[config.mk]
export PLATFORM = sky130hd
export DESIGN_NAME = duplicate_frame_filter
export DESIGN_NICKNAME = d
export VERILOG_FILES = /design/src/hw/rtl/dff_pkg.sv /design/src/hw/rtl/duplicate_frame_filter.sv /design/src/hw/rtl/dff_cell.sv
export SDC_FILE = /design/constraint.sdc
export NUM_CORES = 1
export LEC_CHECK = 0
export BUFFER_PORTS_ARGS = -buffer_cell sky130_fd_sc_hd__clkbuf_2
export CAP_MARGIN = 5
export CORE_MARGIN = 2
export CORE_UTILIZATION = 35
export CTS_CLUSTER_DIAMETER = 60
export DETAILED_ROUTE_END_ITERATION = 6
export PLACE_DENSITY_LB_ADDON = 0.08
export SETUP_SLACK_MARGIN = 0.2
export SLEW_MARGIN = 10
export SYNTH_ARGS = -nofsm -noshare
export SYNTH_HDL_FRONTEND = slang
export SYNTH_SLANG_ARGS = --single-unit
[constraint.sdc]
create_clock -name clk -period 6.1 [get_ports clk]
set_input_delay 0.305 -clock clk [delete_from_list [all_inputs] [get_ports clk]]
set_output_delay 0.305 -clock clk [all_outputs]
set_load 0.05 [all_outputs]
[src/hw/rtl/dff_pkg.sv]
`timescale 1ns / 1ps
// ----------------------------------------------------------------------------
// Duplicate frame filter package
// Shared types, widths, register indexes and verdict codes.
// ----------------------------------------------------------------------------
package dff_pkg;

  localparam int ADDR_W      = 16;
  localparam int SEQ_W       = 8;
  localparam int LEN_W       = 7;
  localparam int CFG_INDEX_W = 8;
  localparam int VERDICT_W   = 3;

  // Default number of (sender, sequence) pairs kept in the history.
  localparam int HISTORY_DEPTH_DEF = 16;

  // Frame length that marks an acknowledgement.
  localparam logic [LEN_W-1:0] ACK_FRAME_LENGTH = 7'd3;

  // Configuration register indexes.
  localparam logic [CFG_INDEX_W-1:0] REG_NODE_ADDRESS      = 8'd0;
  localparam logic [CFG_INDEX_W-1:0] REG_BROADCAST_ADDRESS = 8'd1;

  typedef enum logic [VERDICT_W-1:0] {
    VERDICT_DELIVER   = 3'd0,
    VERDICT_ACK       = 3'd1,
    VERDICT_PARSE     = 3'd2,
    VERDICT_NOT_US    = 3'd3,
    VERDICT_DUPLICATE = 3'd4
  } verdict_t;

  // One history entry, also used as the lookup key.
  typedef struct packed {
    logic [ADDR_W-1:0] sender;
    logic [SEQ_W-1:0]  seq;
  } entry_t;

endpackage

[src/hw/rtl/duplicate_frame_filter.sv]
`timescale 1ns / 1ps
// ----------------------------------------------------------------------------
// Duplicate frame filter
// Receive-side frame classifier of a radio MAC with a sequence-number
// duplicate history built as a shifting row of cells.
// ----------------------------------------------------------------------------
// Each accepted item is the header summary of one received frame, and each
// produces exactly one verdict item. The checks are applied in order: a frame
// whose length equals the acknowledgement length is ignored, a frame that
// failed to parse is rejected, and a frame whose receiver is neither the node
// address nor the broadcast address is rejected as not for us. A frame that
// survives those checks is compared with every (sender, sequence) pair in the
// history; a match drops it as a duplicate, otherwise the history shifts by
// one cell (the oldest pair falls off the end), the new pair enters the first
// cell and the frame is delivered. The history holds zeros after reset, so a
// frame from sender zero with sequence zero counts as a duplicate until those
// entries have been pushed out. After acceptance every cell registers its
// compare, then the compares are combined and the verdict is decided and
// registered. The input is stalled from the capture until the decision has
// been made, so a new frame is not accepted before the previous decision;
// a verdict that is held up downstream also holds up the decision. The
// verdict register lets the next frame be taken while the previous verdict
// still waits downstream. The configuration port is always ready; writes to
// indexes other than the two address registers are ignored.
// ----------------------------------------------------------------------------
module duplicate_frame_filter #(
  parameter int HISTORY_DEPTH = dff_pkg::HISTORY_DEPTH_DEF
) (
  input  logic                               clk,
  input  logic                               rst,

  // Frame header channel.
  input  logic                               in_valid,
  output logic                               in_stall,
  input  logic [dff_pkg::LEN_W-1:0]          frame_length,
  input  logic                               parse_ok,
  input  logic [dff_pkg::ADDR_W-1:0]         receiver_address,
  input  logic [dff_pkg::ADDR_W-1:0]         sender_address,
  input  logic [dff_pkg::SEQ_W-1:0]          sequence_number,

  // Verdict channel.
  output logic                               out_valid,
  input  logic                               out_stall,
  output logic [dff_pkg::VERDICT_W-1:0]      verdict,

  // Configuration write channel.
  input  logic                               cfg_valid,
  output logic                               cfg_ready,
  input  logic [dff_pkg::CFG_INDEX_W-1:0]    cfg_index,
  input  logic [dff_pkg::ADDR_W-1:0]         cfg_data
);

  // One-hot sequencer states.
  typedef enum logic [2:0] {
    S_IDLE   = 3'b001,
    S_MATCH  = 3'b010,
    S_DECIDE = 3'b100
  } state_t;

  state_t                      state;
  state_t                      state_next;

  logic [dff_pkg::ADDR_W-1:0]  node_address;
  logic [dff_pkg::ADDR_W-1:0]  broadcast_address;

  // Captured frame: the lookup key plus the outcome of the header checks.
  dff_pkg::entry_t             key;
  dff_pkg::verdict_t           pre_verdict;
  logic                        need_lookup;

  dff_pkg::verdict_t           result;
  dff_pkg::verdict_t           result_next;

  dff_pkg::entry_t             chain [HISTORY_DEPTH];
  logic [HISTORY_DEPTH-1:0]    match_vec;

  logic                        in_accept;
  logic                        out_free;
  logic                        hit;
  logic                        shift_en;
  logic                        load_result;
  dff_pkg::verdict_t           check_verdict;
  logic                        check_pass;

  assign cfg_ready = 1'b1;
  assign in_stall  = (state != S_IDLE);
  assign in_accept = in_valid && !in_stall;
  assign verdict   = result;

  // Configuration registers.
  always_ff @(posedge clk) begin
    if (rst) begin
      node_address      <= '0;
      broadcast_address <= '0;
    end else if (cfg_valid && cfg_ready) begin
      if (cfg_index == dff_pkg::REG_NODE_ADDRESS) begin
        node_address <= cfg_data;
      end else if (cfg_index == dff_pkg::REG_BROADCAST_ADDRESS) begin
        broadcast_address <= cfg_data;
      end
    end
  end

  // Header checks in their fixed order of precedence.
  always_comb begin
    check_verdict = dff_pkg::VERDICT_DELIVER;
    check_pass    = 1'b0;
    priority if (frame_length == dff_pkg::ACK_FRAME_LENGTH) begin
      check_verdict = dff_pkg::VERDICT_ACK;
    end else if (!parse_ok) begin
      check_verdict = dff_pkg::VERDICT_PARSE;
    end else if (receiver_address != node_address &&
                 receiver_address != broadcast_address) begin
      check_verdict = dff_pkg::VERDICT_NOT_US;
    end else begin
      check_pass = 1'b1;
    end
  end

  // Frame capture; the key stays put while the cells compare against it.
  always_ff @(posedge clk) begin
    if (in_accept) begin
      key.sender  <= sender_address;
      key.seq     <= sequence_number;
      pre_verdict <= check_verdict;
      need_lookup <= check_pass;
    end
  end

  // The history row. Cell 0 takes the new pair, every other cell takes its
  // neighbour's pair when the row shifts.
  for (genvar k = 0; k < HISTORY_DEPTH; k++) begin : g_cell
    dff_pkg::entry_t prev;
    if (k == 0) begin : g_head
      assign prev = key;
    end else begin : g_body
      assign prev = chain[k-1];
    end
    dff_cell u_cell (
      .clk      (clk),
      .rst      (rst),
      .shift_en (shift_en),
      .key      (key),
      .prev     (prev),
      .entry    (chain[k]),
      .match    (match_vec[k])
    );
  end

  // Decision: the registered compares are combined and the verdict chosen.
  assign hit         = |match_vec;
  assign out_free    = !out_valid || !out_stall;
  assign load_result = (state == S_DECIDE) && out_free;
  assign shift_en    = load_result && need_lookup && !hit;

  always_comb begin
    if (!need_lookup) begin
      result_next = pre_verdict;
    end else if (hit) begin
      result_next = dff_pkg::VERDICT_DUPLICATE;
    end else begin
      result_next = dff_pkg::VERDICT_DELIVER;
    end
  end

  always_comb begin
    state_next = state;
    unique case (state)
      S_IDLE: begin
        if (in_accept) begin
          state_next = S_MATCH;
        end
      end
      S_MATCH: begin
        state_next = S_DECIDE;
      end
      S_DECIDE: begin
        if (out_free) begin
          state_next = S_IDLE;
        end
      end
      default: begin
        state_next = S_IDLE;
      end
    endcase
  end

  always_ff @(posedge clk) begin
    if (rst) begin
      state <= S_IDLE;
    end else begin
      state <= state_next;
    end
  end

  // Verdict register, held until the downstream side takes it.
  always_ff @(posedge clk) begin
    if (rst) begin
      out_valid <= 1'b0;
    end else if (load_result) begin
      out_valid <= 1'b1;
    end else if (out_valid && !out_stall) begin
      out_valid <= 1'b0;
    end
  end

  always_ff @(posedge clk) begin
    if (load_result) begin
      result <= result_next;
    end
  end

`ifndef SYNTHESIS
  // A delivered frame leaves its own pair at the head of the history.
  a_deliver_enters_head: assert property (@(posedge clk) disable iff (rst)
    (load_result && result_next == dff_pkg::VERDICT_DELIVER) |=>
      (chain[0] == $past(key)))
    else $error("delivered pair missing from the history head");

  // A rejected frame leaves the history untouched.
  a_reject_keeps_history: assert property (@(posedge clk) disable iff (rst)
    (load_result && result_next != dff_pkg::VERDICT_DELIVER) |=>
      $stable(chain[0]))
    else $error("history changed on a rejected frame");

  // A new verdict only ever appears out of the decision step.
  a_verdict_from_decide: assert property (@(posedge clk) disable iff (rst)
    $rose(out_valid) |-> $past(state == S_DECIDE))
    else $error("verdict raised outside the decision step");

  // An accepted frame always moves on to the compare step.
  a_accept_to_match: assert property (@(posedge clk) disable iff (rst)
    in_accept |=> (state == S_MATCH))
    else $error("accepted frame did not start a compare");
`endif

endmodule

[src/hw/rtl/dff_cell.sv]
`timescale 1ns / 1ps
// ----------------------------------------------------------------------------
// Duplicate frame filter history cell
// Holds one (sender, sequence) pair, compares it with the broadcast key and
// passes its pair on to the next cell when the history shifts.
// ----------------------------------------------------------------------------
module dff_cell (
  input  logic            clk,
  input  logic            rst,
  input  logic            shift_en,
  input  dff_pkg::entry_t key,
  input  dff_pkg::entry_t prev,
  output dff_pkg::entry_t entry,
  output logic            match
);

  // The history resets to zeros, so a zero pair matches until overwritten.
  always_ff @(posedge clk) begin
    if (rst) begin
      entry <= '0;
    end else if (shift_en) begin
      entry <= prev;
    end
  end

  always_ff @(posedge clk) begin
    match <= (entry == key);
  end

endmodule
==> flow_metrics.tcl <==
set metrics [dict create \
    grt_overflow_total 0 \
    required_ns 6.61 \
    postCtsSetupBuffers 0 \
    synth_xor_area_share_pct 17.7 \
    wl_um 61500 \
    slew_headroom_pct 21.1 \
    clock_latency_ns 0.60 \
    io_buffers 81 \
    rsz0062_at_grt "no" \
    grtUsageTotal_pct 20.1 \
    cts_made_buffers 54 \
    cts_tree "yes" \
    dp_slack_ns 2.49 \
    via_per_inst 4.82 \
    hpwlAfterDp_um 39400 \
    fin_ws_ns 2.50 \
    syn-cell-area_um2 20600 \
    synth_cells 2497 \
    yosysSeqAreaShare_pct 46.7 \
    synth_compound_area_share_pct 10.3 \
    worstSetupPathType "register to register" \
    synth_flop_cell "dfxtp_1" \
    synth_top_area_share_pct 42.3 \
    gp_congestion 0.789 \
    synth_edf_count 30 \
    tightest_slew_ns 1.18 \
    grt_first_pass_wirelength_um 93800 \
    cp_slowest_cell "nor4_1" \
    max-clock-path-buffers 3 \
    finalHoldViolCount 0 \
    die_w_um 247 \
    coreArea_um2 58700 \
    avgSynthCellArea_um2 8.26 \
    fmax_mhz 278 \
    slowest_delay_ns 0.91 \
    place_inst 3197 \
    route.vias.total 16100 \
    leakage_nw 8.17 \
    power_density_nw_per_um2 290 \
    crit_path_end_kind "register" \
    grt_max_degree 216 \
    clock-sinks 466 \
    path_cells "nor4_1 -> and4_1 -> and3_4 -> buf_4 -> nand2_1 -> a21oi_1" \
    drive_above_1_share_pct 7.91 \
    htreeDepth 2 \
    synth_top_family_by_area "simple AND/OR/NAND/NOR gates" \
    path_max_fanout 71 \
    setup_viol 0 \
    synth_adder_area_share_pct 0 \
    synthArstFlopShare_pct 0 \
    hp-class "primary input to register" \
    min_period_ns 3.60 \
    drcViolationCount 0 \
    root_buffer "clkbuf_16" \
    grt_pass1_vias 15700 \
    fp.dieH_um 247 \
    ys_seq_elements 466 \
    antenna_cells 0 \
    layout.cells.non_filler 3339 \
    skew_ns 0.0156 \
    synth_mux_area_share_pct 0.0970 \
    cap_viol_max_count 0 \
    row_count 89 \
    initial_core_util_pct 35.2 \
    pin_count 83 \
    yosys.area_share.simple_pct 20.1 \
    synthTopCellsByArea "dfxtp_1 42%, nand2_1 15%, xor2_1 11%, a21oi_1 10%, xnor2_1 6.8%" \
    fin_setup_tns_ns 0 \
    wl_per_cell_um 18.4 \
    worst_setup_hold_path_clk_slew_ns 0.06 \
    synth_top_cells_by_count "835 x nand2_1, 436 x dfxtp_1, 417 x a21oi_1" \
    area_growth_pct 14.0 \
    nNetsFinal 2600 \
    drtPass1Iterations 5 \
    yosysUniqueCellTypes 32 \
    maxSlewViolCount 0 \
    synth.net_count 2574 \
    cp.arrival_ns 4.12 \
    antenna_left 0 \
    vdd_ir_drop_max_mv 0.198 \
    die_area_um2 60900 \
    synth_warnings 0 \
    yosysMostFrequentCell "nand2_1" \
    antenna_found_initial 0 \
    yosysTopAreaCell "dfxtp_1" \
    outcome "completed" \
    cp-start-kind "register" \
    drtIter0Drc 960 \
    finalCritPeriodShare_pct 59.0 \
]
[per-stage QoR]
step	area, um2	utilization (%)	total power [mW]	hold slack (ns)
after floorplan	20600	-	3.41	0.404
after detailed placement	21300	36.3	3.58	0.458
after global placement	21300	36.3	3.57	0.452
final	23500	40.1	6.82	0.0846
after global routing	23500	40.1	7.08	0.0915
after CTS	23500	40.1	6.92	0.0489
[per-layer routing]
metal	up-vias	GRT usage [%]	share of wire, %	routed length (um)
met3	93	3.35	3.9	2420
met5	-	0	0	0
met4	0	6.17	2.9	1790
met2	300	36.0	50	31000
met1	7521	24.6	43	26300
li1	8194	-	-	-
[final timing paths]
check	startpoint	endpoint	slack [ns]	cells after the start
max	g_cell[10].u_cell.match	g_cell[6].u_cell.entry[20]	2.50	6
min	frame_length[3]	need_lookup	0.08	3
max reg2reg	g_cell[10].u_cell.match	g_cell[6].u_cell.entry[20]	2.50	6
min reg2reg	node_address[6]	node_address[6]	0.46	2
[sequential cells by signal, summed over array words and instances, names as in the netlist]
signal,cells
g_cell.u_cell.match,16
need_lookup,1
g_cell.prev,24
state,3
broadcast_address,16
verdict,3
g_cell.u_cell.entry,384
node_address,16
out_valid,1
pre_verdict,2
[report_power, final]
part           switching (mW)  leakage, nW  internal (mW)  total (mW)
Combinational           0.271         3.48          0.142       0.413
Sequential             0.0156         3.79           3.09        3.11
Clock                    1.31        0.892           1.99        3.30
[repair_timing]
item / 4_1_cts / 5_1_grt
endpoints found under the hold margin: 59 / 0
hold buffers: 43 / 0
resized for setup: 0 / 0
[placed cells by master (no fill, tap or decap), types with 17 or more instances in the layout]
master	instances
clkbuf_16	55
xnor2_1	160
clkbuf_8	17
dfxtp_1	436
clkbuf_1	17
xor2_1	256
buf_4	30
edfxtp_1	30
clkbuf_2	80
nor3_1	19
nand4_1	56
a21oi_1	417
nand2_1	835
dlygate4sd3_1	43
nor4_1	71
[kinds of logic (layout without fill, tap and decap cells)]
family / after synthesis / count (layout)
AND/OR/NAND/NOR: 1002 / 1002
flip-flops: 466 / 466
other: 1 / 1
AO/OA/AOI/OAI: 421 / 421
buffers and inverters: 189 / 258
XOR/XNOR: 416 / 416
multiplexers: 2 / 2
[layout make-up]
class | instances | area [um2]
clock inverters | 10 | 134
flip-flops and latches | 466 | 9630
inverters | 1 | 3.75
repair buffers | 158 | 1150
well taps | 773 | 967
clock buffers | 89 | 1670
fillers | 6114 | 35200
multi-input cells | 1842 | 9960
[critical path, delay by kind of cell (launching register included)]
family                 cells  cell delay, ns
AOI/OAI and AO/OA          1            0.14
DFF                        1            0.31
buffers and inverters      1            0.66
and+or+nand+nor            4            2.34
Note: power is estimated with default switching activity, not from simulation.
